<file path="src/hw/rtl/complex_multiply_magnitude_phase_core_macros.svh">
// Assertion macros shared by the complex multiply magnitude and phase core.
`ifndef COMPLEX_MULTIPLY_MAGNITUDE_PHASE_CORE_MACROS_SVH
`define COMPLEX_MULTIPLY_MAGNITUDE_PHASE_CORE_MACROS_SVH

// Checks that a consequent holds in the same cycle as its antecedent.
`define CMMP_ASSERT_IMP(label, ante, cons, msg) \
  label: assert property (@(posedge clk) disable iff (rst) (ante) |-> (cons)) \
    else $error(msg);

// Checks that a consequent holds after its antecedent, delayed by the count given as n.
`define CMMP_ASSERT_DLY(label, ante, n, cons, msg) \
  label: assert property (@(posedge clk) disable iff (rst) (ante) |-> ##n (cons)) \
    else $error(msg);

`endif

</file>
<file path="src/hw/rtl/cmmp_pkg.sv">
// Shared types and constants of the complex multiply magnitude and phase core.
`timescale 1ns / 1ps
package cmmp_pkg;

  localparam int XY_WIDTH    = 64;
  localparam int Z_WIDTH     = 35;
  localparam int MAG_WIDTH   = 32;
  localparam int PHASE_WIDTH = 16;
  localparam int GAIN_WIDTH  = 32;
  localparam int PHASE_LIMIT = 25736;

  localparam logic signed [Z_WIDTH-1:0] PI_Q30      = 35'sd3373259426;
  localparam logic [GAIN_WIDTH-1:0]     GAIN_LIMIT  = 32'h9B74EDA8;
  localparam logic [63:0]               GAIN_TAIL   = 64'd1738754331;

  localparam logic [31:0] ATAN_Q30 [32] = '{
    32'h3243F6A8, 32'h1DAC6705, 32'h0FADBAFC, 32'h07F56EA6,
    32'h03FEAB76, 32'h01FFD55B, 32'h00FFFAAA, 32'h007FFF55,
    32'h003FFFEA, 32'h001FFFFD, 32'h000FFFFF, 32'h0007FFFF,
    32'h0003FFFF, 32'h0001FFFF, 32'h0000FFFF, 32'h00007FFF,
    32'h00003FFF, 32'h00001FFF, 32'h00000FFF, 32'h000007FF,
    32'h000003FF, 32'h000001FF, 32'h000000FF, 32'h0000007F,
    32'h0000003F, 32'h0000001F, 32'h0000000F, 32'h00000008,
    32'h00000004, 32'h00000002, 32'h00000001, 32'h00000000
  };

  typedef struct packed {
    logic signed [XY_WIDTH-1:0] x;
    logic signed [XY_WIDTH-1:0] y;
    logic signed [Z_WIDTH-1:0]  z;
    logic                       zero;
  } cmmp_vec_t;

endpackage

</file>
<file path="src/hw/rtl/cmmp_front.sv">
// Front end: complex multiply, product sums and CORDIC pre-rotation.
`timescale 1ns / 1ps
module cmmp_front #(
  parameter int OPERAND_WIDTH = 16
) (
  input  logic                              clk,
  input  logic                              rst,
  input  logic                              accept,
  input  logic signed [OPERAND_WIDTH-1:0]   a_re,
  input  logic signed [OPERAND_WIDTH-1:0]   a_im,
  input  logic signed [OPERAND_WIDTH-1:0]   b_re,
  input  logic signed [OPERAND_WIDTH-1:0]   b_im,
  output logic                              out_valid,
  output logic signed [2*OPERAND_WIDTH:0]   out_prod_re,
  output logic signed [2*OPERAND_WIDTH:0]   out_prod_im,
  output cmmp_pkg::cmmp_vec_t               out_vec
);
  import cmmp_pkg::*;

  localparam int MW   = 2 * OPERAND_WIDTH;
  localparam int PW   = MW + 1;
  localparam int FRAC = 60 - MW;

  logic                 v1;
  logic                 v2;
  logic signed [MW-1:0] m_rr;
  logic signed [MW-1:0] m_ii;
  logic signed [MW-1:0] m_ri;
  logic signed [MW-1:0] m_ir;
  logic signed [PW-1:0] p_re;
  logic signed [PW-1:0] p_im;
  logic signed [XY_WIDTH-1:0] xs;
  logic signed [XY_WIDTH-1:0] ys;

  always_ff @(posedge clk) begin
    if (rst) begin
      v1        <= 1'b0;
      v2        <= 1'b0;
      out_valid <= 1'b0;
    end else begin
      v1        <= accept;
      v2        <= v1;
      out_valid <= v2;
    end
  end

  always_ff @(posedge clk) begin
    m_rr <= a_re * b_re;
    m_ii <= a_im * b_im;
    m_ri <= a_re * b_im;
    m_ir <= a_im * b_re;
  end

  always_ff @(posedge clk) begin
    p_re <= {m_rr[MW-1], m_rr} - {m_ii[MW-1], m_ii};
    p_im <= {m_ri[MW-1], m_ri} + {m_ir[MW-1], m_ir};
  end

  assign xs = XY_WIDTH'(p_re) <<< FRAC;
  assign ys = XY_WIDTH'(p_im) <<< FRAC;

  always_ff @(posedge clk) begin
    out_prod_re  <= p_re;
    out_prod_im  <= p_im;
    out_vec.zero <= (p_re == '0) && (p_im == '0);
    if (p_re[PW-1]) begin
      out_vec.x <= -xs;
      out_vec.y <= -ys;
      out_vec.z <= p_im[PW-1] ? -PI_Q30 : PI_Q30;
    end else begin
      out_vec.x <= xs;
      out_vec.y <= ys;
      out_vec.z <= '0;
    end
  end

endmodule

</file>
<file path="config.mk">
export PLATFORM = sky130hd
export DESIGN_NAME = cmmp_front
export DESIGN_NICKNAME = d
export VERILOG_FILES = /design/src/hw/rtl/complex_multiply_magnitude_phase_core_macros.svh /design/src/hw/rtl/cmmp_pkg.sv /design/src/hw/rtl/cmmp_front.sv
export SDC_FILE = /design/constraint.sdc
export NUM_CORES = 2
export LEC_CHECK = 0
export BUFFER_PORTS_ARGS = -buffer_cell sky130_fd_sc_hd__buf_4
export CORE_ASPECT_RATIO = 0.6
export CORE_MARGIN = 4
export CORE_UTILIZATION = 45
export CTS_CLUSTER_DIAMETER = 200
export DETAILED_ROUTE_END_ITERATION = 12
export GPL_TIMING_DRIVEN = 0
export HOLD_SLACK_MARGIN = 0.15
export PLACE_DENSITY = 0.59
export SLEW_MARGIN = 10
export SYNTH_ARGS = -nofsm -noshare
export SYNTH_HDL_FRONTEND = slang
export SYNTH_SLANG_ARGS = --single-unit
</file>
<file path="constraint.sdc">
create_clock -name clk -period 13.1 [get_ports clk]
set_input_delay 1.965 -clock clk [delete_from_list [all_inputs] [get_ports clk]]
set_output_delay 1.965 -clock clk [all_outputs]
set_load 0.02 [all_outputs]
</file>
==> flow_summary.json <==
{
  "final.setup.tns_ps": 0,
  "cp-end-kind": "register",
  "die_h_um": 269,
  "clock.fmax_ghz": 0.0981,
  "vias": 37900,
  "tightest_slew_ps": 1400,
  "die_x_um": 444,
  "setup_violations": 0,
  "synth_top_area_share_pct": 41.0,
  "drive_gt1_share_pct": 7.27,
  "postCtsSetupBuffers": 0,
  "rows": 95,
  "grt_usage_pct": 29.0,
  "gp_congestion": 1.01,
  "critPathLaunchType": "primary input",
  "finalHoldViolCount": 0,
  "root_buffer": "clkbuf_16",
  "ant_nets": 0,
  "antenna_found_initial": 27,
  "numCtsBuffers": 35,
  "outcome": "complete, no violations",
  "max-slew-margin-rel_pct": 6.76,
  "syn_inst": 5462,
  "core-area_um2": 112000,
  "fin_crit_ps": 10190,
  "wl_per_cell_um": 23.3,
  "synthFlopType": "dfxtp_1",
  "grt_max_degree": 19,
  "fin_crit_sh_pct": 77.8,
  "synth.largest_area_cell": "fa_1",
  "skew_ps": 23.0,
  "worstPathMaxFanout": 10,
  "final_max_slew_viol_count": 0,
  "nNetsFinal": 7313,
  "cts_max_level": 2,
  "synth-seq-cells": 337,
  "io_buffer_count": 240,
  "yosys_warnings": 0,
  "clock_path_buffers": 3,
  "synth-edff-count": 0,
  "netlist_area_um2": 51300,
  "final_common_cell": "inv_1",
  "fill_cells": 10800,
  "cts_resized": 0,
  "tritoncts": "built",
  "area.growth.synth_to_final_pct": 10.1,
  "multi_input_area_um2": 38700,
  "synth.avg_cell_area_um2": 9.39,
  "wl_um": 171000,
  "critical_path_arrival_ps": 10690,
  "final_cell_mix": "1221 x inv_1, 1050 x fa_1, 563 x nand2_1",
  "viasPerCell": 5.17,
  "crit_required_ps": 13590,
  "hpwl_um": 145000,
  "synthDistinctLibCells": 71,
  "clock_latency_ps": 560,
  "ys_seq_area_share_pct": 13.2,
  "clk_pin_slew_ps": 60,
  "synth_area_leaders": "fa_1 41%, dfxtp_1 13%, ha_1 9.7%",
  "drtPass1Iterations": 7,
  "dieArea_um2": 120000,
  "start_util_pct": 45.6,
  "min_path_type": "register to register",
  "dp.cells": 7266,
  "path_class": "primary input to register",
  "maxCapViolations": 0,
  "synthArstFlopShare_pct": 0,
  "ios": 298,
  "regArea_um2": 6750,
  "grt_setup_unrepaired": "false",
  "grt_pass1_wl_um": 255000,
  "drt_iter0_markers": 3713,
  "drc": 0,
  "cts_hold_buf": 0,
  "grt_pass1_vias": 38400,
  "final_cells": 7340,
  "gr-total-overflow": 0,
  "clock-sinks": 337
}
==> synth_stat cells (7+ instances only) <==
| library cell | count |
|---|---|
| nand2b_1 | 38 |
| xnor2_1 | 215 |
| nor3_1 | 39 |
| ha_1 | 396 |
| nand4_1 | 14 |
| nand2_1 | 563 |
| and3_1 | 15 |
| o21a_1 | 28 |
| o21bai_1 | 24 |
| nor2b_1 | 25 |
| dfxtp_1 | 337 |
| clkbuf_1 | 206 |
| inv_1 | 1221 |
| nor2_1 | 132 |
| or4_1 | 7 |
| a211oi_1 | 14 |
| o21ai_0 | 103 |
| and2_1 | 493 |
| o41ai_1 | 8 |
| or3_1 | 10 |
| a31oi_1 | 15 |
| fa_1 | 1050 |
| nor4_1 | 9 |
| a31o_2 | 7 |
| buf_4 | 90 |
| xor2_1 | 40 |
| a21oi_1 | 150 |
| nand3_1 | 35 |
| a21o_1 | 62 |
| o31ai_1 | 18 |
==> through the flow <==
stage	utilization [%]	hold slack, ps	instance area [µm²]	worst slack (ps)
after floorplan	-	343	51500	5200
after global placement	49.1	361	55200	1120
after detailed placement	49.1	369	55200	2650
after CTS	50.2	377	56400	3260
after global routing	50.2	383	56400	2730
final	50.2	376	56400	2910
==> critical path, stage by stage <==
cell and delay, ps:
buf_4 180, clkbuf_1 870, nand2_1 240, inv_1 150, fa_1 570, fa_1 990, fa_1 560, fa_1 520
fa_1 500, inv_1 50, fa_1 770, inv_1 100, ha_1 380, a21o_1 230, a21oi_1 140, nor2b_1 60
a2111oi_1 1010, a31o_2 370, o21ai_0 200, mux2i_1 180, a2111oi_2 360, buf_2 270
==> layer usage <==
layer	track usage [%]	share of wire [%]	vias up
met5	0	0.012	-
met4	6.43	2.7	4
met3	12.1	14	200
met2	38.5	39	1864
met1	43.4	45	19000
li1	-	-	16900
==> sequential cells by signal, indices dropped and copies added, names as in the netlist, 32 cells and up <==
signal	cells
m_ii	32
m_ir	32
out_prod_im	33
p_im	33
out_vec	74
p_re	33
m_ri	32
out_prod_re	33
m_rr	32
==> cell families after synthesis <==
logic type      synth area share, %
flops                          13.2
buf+inv                        11.8
xor+xnor                       4.36
mux                          0.0586
other cells                 0.00731
simple gates                   13.7
compound gates                 6.23
fa+ha+maj                      50.7
==> path summary, 6_finish.rpt <==
| check | startpoint | endpoint | slack [ps] | cells past startpoint |
|---|---|---|---|---|
| max | b_re[2] | m_ir[31] | 2910 | 22 |
| min reg2reg | p_re[16] | out_prod_re[16] | 380 | 0 |
| max reg2reg | m_ii[1] | p_re[29] | 9220 | 11 |
| min | p_re[16] | out_prod_re[16] | 380 | 0 |
==> cell type report <==
| cell class | instances | area share (%) |
|---|---|---|
| timing repair buffer | 242 | 3.21 |
| tap | 1503 | 3.33 |
| buffer | 298 | 2.59 |
| inverter | 1221 | 8.12 |
| sequential | 337 | 12.0 |
| multi-input combinational | 3665 | 68.6 |
| antenna | 16 | 0.0709 |
| clock buffer | 47 | 1.77 |
| clock inverter | 11 | 0.350 |
Power is not shown: default switching activity piles up to over one toggle a cycle in this logic, so the estimate is an artifact.
