### src/hw/rtl/complex_multiply_magnitude_phase_core_macros.svh
// Assertion macros shared by the complex multiply magnitude and phase core.
`ifndef COMPLEX_MULTIPLY_MAGNITUDE_PHASE_CORE_MACROS_SVH
`define COMPLEX_MULTIPLY_MAGNITUDE_PHASE_CORE_MACROS_SVH

// Checks that a consequent holds in the same cycle as its antecedent.
`define CMMP_ASSERT_IMP(label, ante, cons, msg) \
  label: assert property (@(posedge clk) disable iff (rst) (ante) |-> (cons)) \
    else $error(msg);

// Checks that a consequent holds after its antecedent, delayed by the count given as n.
`define CMMP_ASSERT_DLY(label, ante, n, cons, msg) \
  label: assert property (@(posedge clk) disable iff (rst) (ante) |-> ##n (cons)) \
    else $error(msg);

`endif

### src/hw/rtl/cmmp_pkg.sv
// Shared types and constants of the complex multiply magnitude and phase core.
`timescale 1ns / 1ps
package cmmp_pkg;

  localparam int XY_WIDTH    = 64;
  localparam int Z_WIDTH     = 35;
  localparam int MAG_WIDTH   = 32;
  localparam int PHASE_WIDTH = 16;
  localparam int GAIN_WIDTH  = 32;
  localparam int PHASE_LIMIT = 25736;

  localparam logic signed [Z_WIDTH-1:0] PI_Q30      = 35'sd3373259426;
  localparam logic [GAIN_WIDTH-1:0]     GAIN_LIMIT  = 32'h9B74EDA8;
  localparam logic [63:0]               GAIN_TAIL   = 64'd1738754331;

  localparam logic [31:0] ATAN_Q30 [32] = '{
    32'h3243F6A8, 32'h1DAC6705, 32'h0FADBAFC, 32'h07F56EA6,
    32'h03FEAB76, 32'h01FFD55B, 32'h00FFFAAA, 32'h007FFF55,
    32'h003FFFEA, 32'h001FFFFD, 32'h000FFFFF, 32'h0007FFFF,
    32'h0003FFFF, 32'h0001FFFF, 32'h0000FFFF, 32'h00007FFF,
    32'h00003FFF, 32'h00001FFF, 32'h00000FFF, 32'h000007FF,
    32'h000003FF, 32'h000001FF, 32'h000000FF, 32'h0000007F,
    32'h0000003F, 32'h0000001F, 32'h0000000F, 32'h00000008,
    32'h00000004, 32'h00000002, 32'h00000001, 32'h00000000
  };

  typedef struct packed {
    logic signed [XY_WIDTH-1:0] x;
    logic signed [XY_WIDTH-1:0] y;
    logic signed [Z_WIDTH-1:0]  z;
    logic                       zero;
  } cmmp_vec_t;

endpackage

### src/hw/rtl/cmmp_back.sv
// Back end: gain correction, magnitude rounding and phase rounding with clamp.
`timescale 1ns / 1ps
module cmmp_back #(
  parameter int OPERAND_WIDTH = 16,
  parameter int STEPS         = 24
) (
  input  logic                                   clk,
  input  logic                                   rst,
  input  logic                                   in_valid,
  input  logic signed [2*OPERAND_WIDTH:0]        in_prod_re,
  input  logic signed [2*OPERAND_WIDTH:0]        in_prod_im,
  input  cmmp_pkg::cmmp_vec_t                    in_vec,
  output logic                                   done,
  output logic signed [2*OPERAND_WIDTH:0]        product_re,
  output logic signed [2*OPERAND_WIDTH:0]        product_im,
  output logic [cmmp_pkg::MAG_WIDTH-1:0]         magnitude,
  output logic signed [cmmp_pkg::PHASE_WIDTH-1:0] phase_angle
);
  import cmmp_pkg::*;

  localparam int PW   = 2 * OPERAND_WIDTH + 1;
  localparam int FRAC = 60 - 2 * OPERAND_WIDTH;
  localparam int S    = 2 * STEPS;
  localparam logic [63:0] GAIN_ADD =
    (S < 40) ? ((GAIN_TAIL + (64'd1 << (S - 1))) >> S) : 64'd0;
  localparam logic [GAIN_WIDTH-1:0] GAIN = GAIN_LIMIT + GAIN_ADD[GAIN_WIDTH-1:0];
  localparam int PR_WIDTH = Z_WIDTH - 17;
  localparam logic signed [PR_WIDTH-1:0] PH_MAX = PR_WIDTH'(PHASE_LIMIT);
  localparam logic signed [PR_WIDTH-1:0] PH_MIN = -PR_WIDTH'(PHASE_LIMIT);
  localparam logic [63:0] HALF = 64'd1 << (FRAC - 1);

  logic                        v1;
  logic                        v2;
  logic                        z1;
  logic                        z2;
  logic signed [PW-1:0]        re1;
  logic signed [PW-1:0]        im1;
  logic signed [PW-1:0]        re2;
  logic signed [PW-1:0]        im2;
  logic [63:0]                 hi_prod;
  logic [63:0]                 lo_prod;
  logic signed [Z_WIDTH-1:0]   z_round;
  logic signed [PR_WIDTH-1:0]  ph1;
  logic signed [PHASE_WIDTH-1:0] ph2;
  logic [63:0]                 r;
  logic [63:0]                 r_sum;
  logic [63:0]                 m_full;

  always_ff @(posedge clk) begin
    if (rst) begin
      v1   <= 1'b0;
      v2   <= 1'b0;
      done <= 1'b0;
    end else begin
      v1   <= in_valid;
      v2   <= v1;
      done <= v2;
    end
  end

  assign z_round = in_vec.z + (35'sd1 <<< 16);

  always_ff @(posedge clk) begin
    re1     <= in_prod_re;
    im1     <= in_prod_im;
    z1      <= in_vec.zero;
    hi_prod <= in_vec.x[63:32] * GAIN;
    lo_prod <= in_vec.x[31:0] * GAIN;
    ph1     <= z_round[Z_WIDTH-1:17];
  end

  always_ff @(posedge clk) begin
    re2 <= re1;
    im2 <= im1;
    z2  <= z1;
    r   <= hi_prod + {32'd0, lo_prod[63:32]};
    if (ph1 > PH_MAX) begin
      ph2 <= PH_MAX[PHASE_WIDTH-1:0];
    end else if (ph1 < PH_MIN) begin
      ph2 <= PH_MIN[PHASE_WIDTH-1:0];
    end else begin
      ph2 <= ph1[PHASE_WIDTH-1:0];
    end
  end

  assign r_sum  = r + HALF;
  assign m_full = r_sum >> FRAC;

  always_ff @(posedge clk) begin
    product_re <= re2;
    product_im <= im2;
    if (z2) begin
      magnitude   <= '0;
      phase_angle <= '0;
    end else begin
      magnitude   <= (|m_full[63:32]) ? '1 : m_full[31:0];
      phase_angle <= ph2;
    end
  end

endmodule

### config.mk
export PLATFORM = sky130hd
export DESIGN_NAME = cmmp_back
export DESIGN_NICKNAME = d
export VERILOG_FILES = /design/src/hw/rtl/complex_multiply_magnitude_phase_core_macros.svh /design/src/hw/rtl/cmmp_pkg.sv /design/src/hw/rtl/cmmp_back.sv
export SDC_FILE = /design/constraint.sdc
export NUM_CORES = 2
export LEC_CHECK = 0
export BUFFER_PORTS_ARGS = -buffer_cell sky130_fd_sc_hd__buf_4
export CAP_MARGIN = 20
export CORE_UTILIZATION = 40
export DETAILED_ROUTE_END_ITERATION = 16
export SYNTH_ARGS = -nofsm -noshare
export SYNTH_HDL_FRONTEND = slang
export SYNTH_SLANG_ARGS = --single-unit
### constraint.sdc
create_clock -name clk -period 7.25 [get_ports clk]
set_clock_uncertainty 0.05 [all_clocks]
set_input_delay 0.725 -clock clk [delete_from_list [all_inputs] [get_ports clk]]
set_output_delay 0.725 -clock clk [all_outputs]
set_load 0.005 [all_outputs]
==> results_dict.tcl <==
set metrics [dict create \
    synth_ff_type "dfxtp_1" \
    async_reset_ff_share_pct 0 \
    synthSimpleGateAreaFrac_pct 4.40 \
    worstHoldStart "in_prod_im[27]" \
    clock_sinks 412 \
    period_needed_ns 7.23 \
    cts_tree "yes" \
    grt.total_usage_pct 20.7 \
    crit_path_end_kind "register" \
    diodes 0 \
    rsz0062_at_grt "yes" \
    setup_tns_ns 0 \
    start_util_pct 40.3 \
    io_buffers 267 \
    setup_viol 0 \
    synth_top_family_by_area "adder cells" \
    max_freq_mhz 138 \
    rows 126 \
    synth_seq_area_share_pct 17.3 \
    synth_compound_area_share_pct 5.49 \
    vias 31801 \
    vias_per_cell 4.60 \
    min_path_cells 1 \
    fin_crit_sh_pct 99.8 \
    path_max_fanout 4 \
    clock_path_buffers 3 \
    cts_hold_buf 0 \
    holdWs_ns 0.202 \
    clkLatencyLatePin_ns 0.59 \
    regToRegSetupSlack_ns 3.77 \
    dp_cells 6827 \
    die-area_um2 120000 \
    instances_no_fill 6914 \
    slew_headroom_pct 32.8 \
    syn_area_um2 47600 \
    ys_ff_latch 412 \
    core_area_um2 118000 \
    rr_endpoint "r[51]$_DFF_P_" \
    hold_viol 0 \
    cp.depth 28 \
    yosysUniqueCellTypes 78 \
    cp_data_arrival_time_ns 7.65 \
    min_to "im1[27]$_DFF_P_" \
    die_y_um 347 \
    worstPathRequired_ns 7.67 \
    routed_wl_mm 120 \
    cts.clk_slew.worst_paths_ns 0.06 \
    cpMostUsedCell "fa_1" \
    routabilityCongestion 0.933 \
    hp-class "in -> reg" \
    path_buf_inv 9 \
    worst_path_max_delay_cell "fa_2" \
    run_status "completed" \
    dpl-instance-area_um2 55400 \
    grt_pass1_vias 34934 \
    grt_first_pass_wirelength_mm 192 \
    first_pass_iters 5 \
    wl_per_cell_um 17.4 \
    yosys_warnings 0 \
    ctsHtreeMaxLevel 2 \
    cts_made_buffers 41 \
    io_pins 348 \
    grt_max_degree 49 \
    synthMuxAreaShare_pct 0 \
    r2r-start "lo_prod[44]$_DFF_P_" \
    worst_pin_slew_ns 1.01 \
    syn-instance-count 4548 \
    final_nets 7233 \
    root_buffer "clkbuf_16" \
    die_x_um 347 \
    start_kind "primary input" \
    hpwl_mm 109 \
    drive_above_1_share_pct 18.1 \
    overflow 0 \
    synth_xor_area_share_pct 3.03 \
    antenna_found_initial 0 \
    drt_iter0_markers 1321 \
    reg2reg_depth 12 \
    synth_edf_count 0 \
    slew_violations 0 \
    crit_family "adder cells" \
    max_cap_violations 0 \
    synth_top_cell_by_area "fa_1" \
    syn_nets 6434 \
    postSynthAreaPerCell_um2 10.5 \
    finalInstanceArea_um2 57300 \
    worstSetupPathType "in -> reg" \
    drcViolationCount 0 \
    yosys-top-cells-area "fa_1 38%, ha_1 19%, dfxtp_1 17%" \
    syn_to_final_growth_pct 20.3 \
    fill_cells 10964 \
    synthAdderAreaFrac_pct 57.8 \
    postRouteAntennaNets 0 \
    cpPeakStageDelay_ns 0.59 \
    synth_top_area_share_pct 38.5 \
]
==> state kept, by name, summed over array words and instances, names as in the netlist, 18 cells and up <==
register    count
ph1            18
hi_prod        61
magnitude      32
re2            33
re1            33
im2            33
product_re     33
product_im     33
r              37
im1            33
lo_prod        29
==> cells in the mapped netlist (3+ instances only) <==
| library cell | instances |
|---|---|
| o21a_1 | 8 |
| o21ai_1 | 8 |
| or3_1 | 10 |
| inv_1 | 1469 |
| nand2b_1 | 6 |
| a21o_1 | 72 |
| and2_1 | 10 |
| nand2_1 | 93 |
| ha_1 | 738 |
| nor4_1 | 6 |
| nor3_1 | 17 |
| o31ai_1 | 4 |
| buf_2 | 6 |
| a211oi_1 | 6 |
| nor2_1 | 95 |
| dfxtp_1 | 412 |
| fa_1 | 915 |
| o21bai_1 | 12 |
| and3_1 | 29 |
| a2111oi_0 | 3 |
| nor2b_1 | 32 |
| clkbuf_1 | 18 |
| and4_1 | 9 |
| xnor2_1 | 109 |
| nand3_1 | 58 |
| a21oi_1 | 159 |
| nand4_1 | 36 |
| a31oi_1 | 12 |
| o41ai_2 | 3 |
| o22ai_1 | 4 |
| buf_4 | 8 |
| xor2_1 | 56 |
| o211ai_1 | 6 |
| nor3_2 | 3 |
| o21ai_0 | 61 |
==> cells in the final DEF (no fill, tap or decap), types with 10 or more instances in the layout <==
| cell | instances |
|---|---|
| nand2_1 | 92 |
| o21ai_0 | 54 |
| xor2_1 | 55 |
| and3_1 | 27 |
| clkbuf_16 | 43 |
| buf_4 | 776 |
| nand4_1 | 36 |
| nor2b_1 | 32 |
| nor3_1 | 15 |
| nor2_1 | 95 |
| a21o_1 | 72 |
| o21ai_1 | 10 |
| a21oi_1 | 151 |
| ha_1 | 728 |
| nand3_1 | 57 |
| fa_1 | 909 |
| inv_2 | 16 |
| inv_1 | 1437 |
| a21oi_2 | 10 |
| clkinvlp_4 | 18 |
| o21bai_1 | 12 |
| xnor2_1 | 109 |
| dfxtp_1 | 411 |
==> metal layers <==
layer	wire, um	up-vias	global-route usage [%]
met5	0	-	0
met4	3310	0	5.46
met3	5190	138	2.91
met2	56000	658	34.1
met1	55700	15672	28.5
li1	-	15333	-
==> worst max path at each step <==
| stage | from | to | slack [ns] |
|---|---|---|---|
| final | in_vec[113] | lo_prod[60]$_DFF_P_ | 0.02 |
| after global routing | in_vec[111] | lo_prod[60]$_DFF_P_ | -0.21 |
| after CTS | in_vec[112] | lo_prod[60]$_DFF_P_ | 0.01 |
| after detailed placement | in_vec[111] | lo_prod[63]$_DFF_P_ | -0.69 |
| after global placement | in_vec[144] | hi_prod[61]$_DFF_P_ | -0.59 |
| after floorplan | in_vec[140] | hi_prod[60]$_DFF_P_ | -0.06 |
==> through the flow <==
stage	setup WS [ns]	utilization [%]
finish	0.0160	48.5
floorplan	-0.0649	-
global route	-0.206	48.5
global placement	-0.592	46.9
detailed placement	-0.689	46.9
CTS	0.0135	48.2
==> what timing repair did <==
action | 4_1_cts | 5_1_grt
pin swaps | 3 | 38
setup buffers | 1 | 12
gates resized for setup | 5 | 92
endpoints found under the setup margin | 9 | 30
cloned | 0 | 0
==> area by class of cell <==
type | instances | area (um^2) | area share [%]
clock buffers | 55 | 1200 | 2.10
clock inverters | 19 | 280 | 0.489
inverters | 1470 | 5580 | 9.73
multi-input cells | 2634 | 34100 | 59.5
flip-flops and latches | 412 | 8250 | 14.4
well taps | 1536 | 1920 | 3.35
repair buffers | 788 | 6000 | 10.5
==> logic make-up (layout without fill, tap and decap cells) <==
| family | after synthesis | count (layout) |
|---|---|---|
| and+or+nand+nor | 412 | 412 |
| AOI/OAI and AO/OA | 404 | 404 |
| buffers and inverters | 1502 | 2332 |
| xor gates and xnor gates | 165 | 165 |
| DFF | 412 | 412 |
| adders and majority gates | 1653 | 1653 |
Power is left out: the tool's default activity adds up to more than one toggle a clock period on the data nets, which glitch-free logic cannot reach.
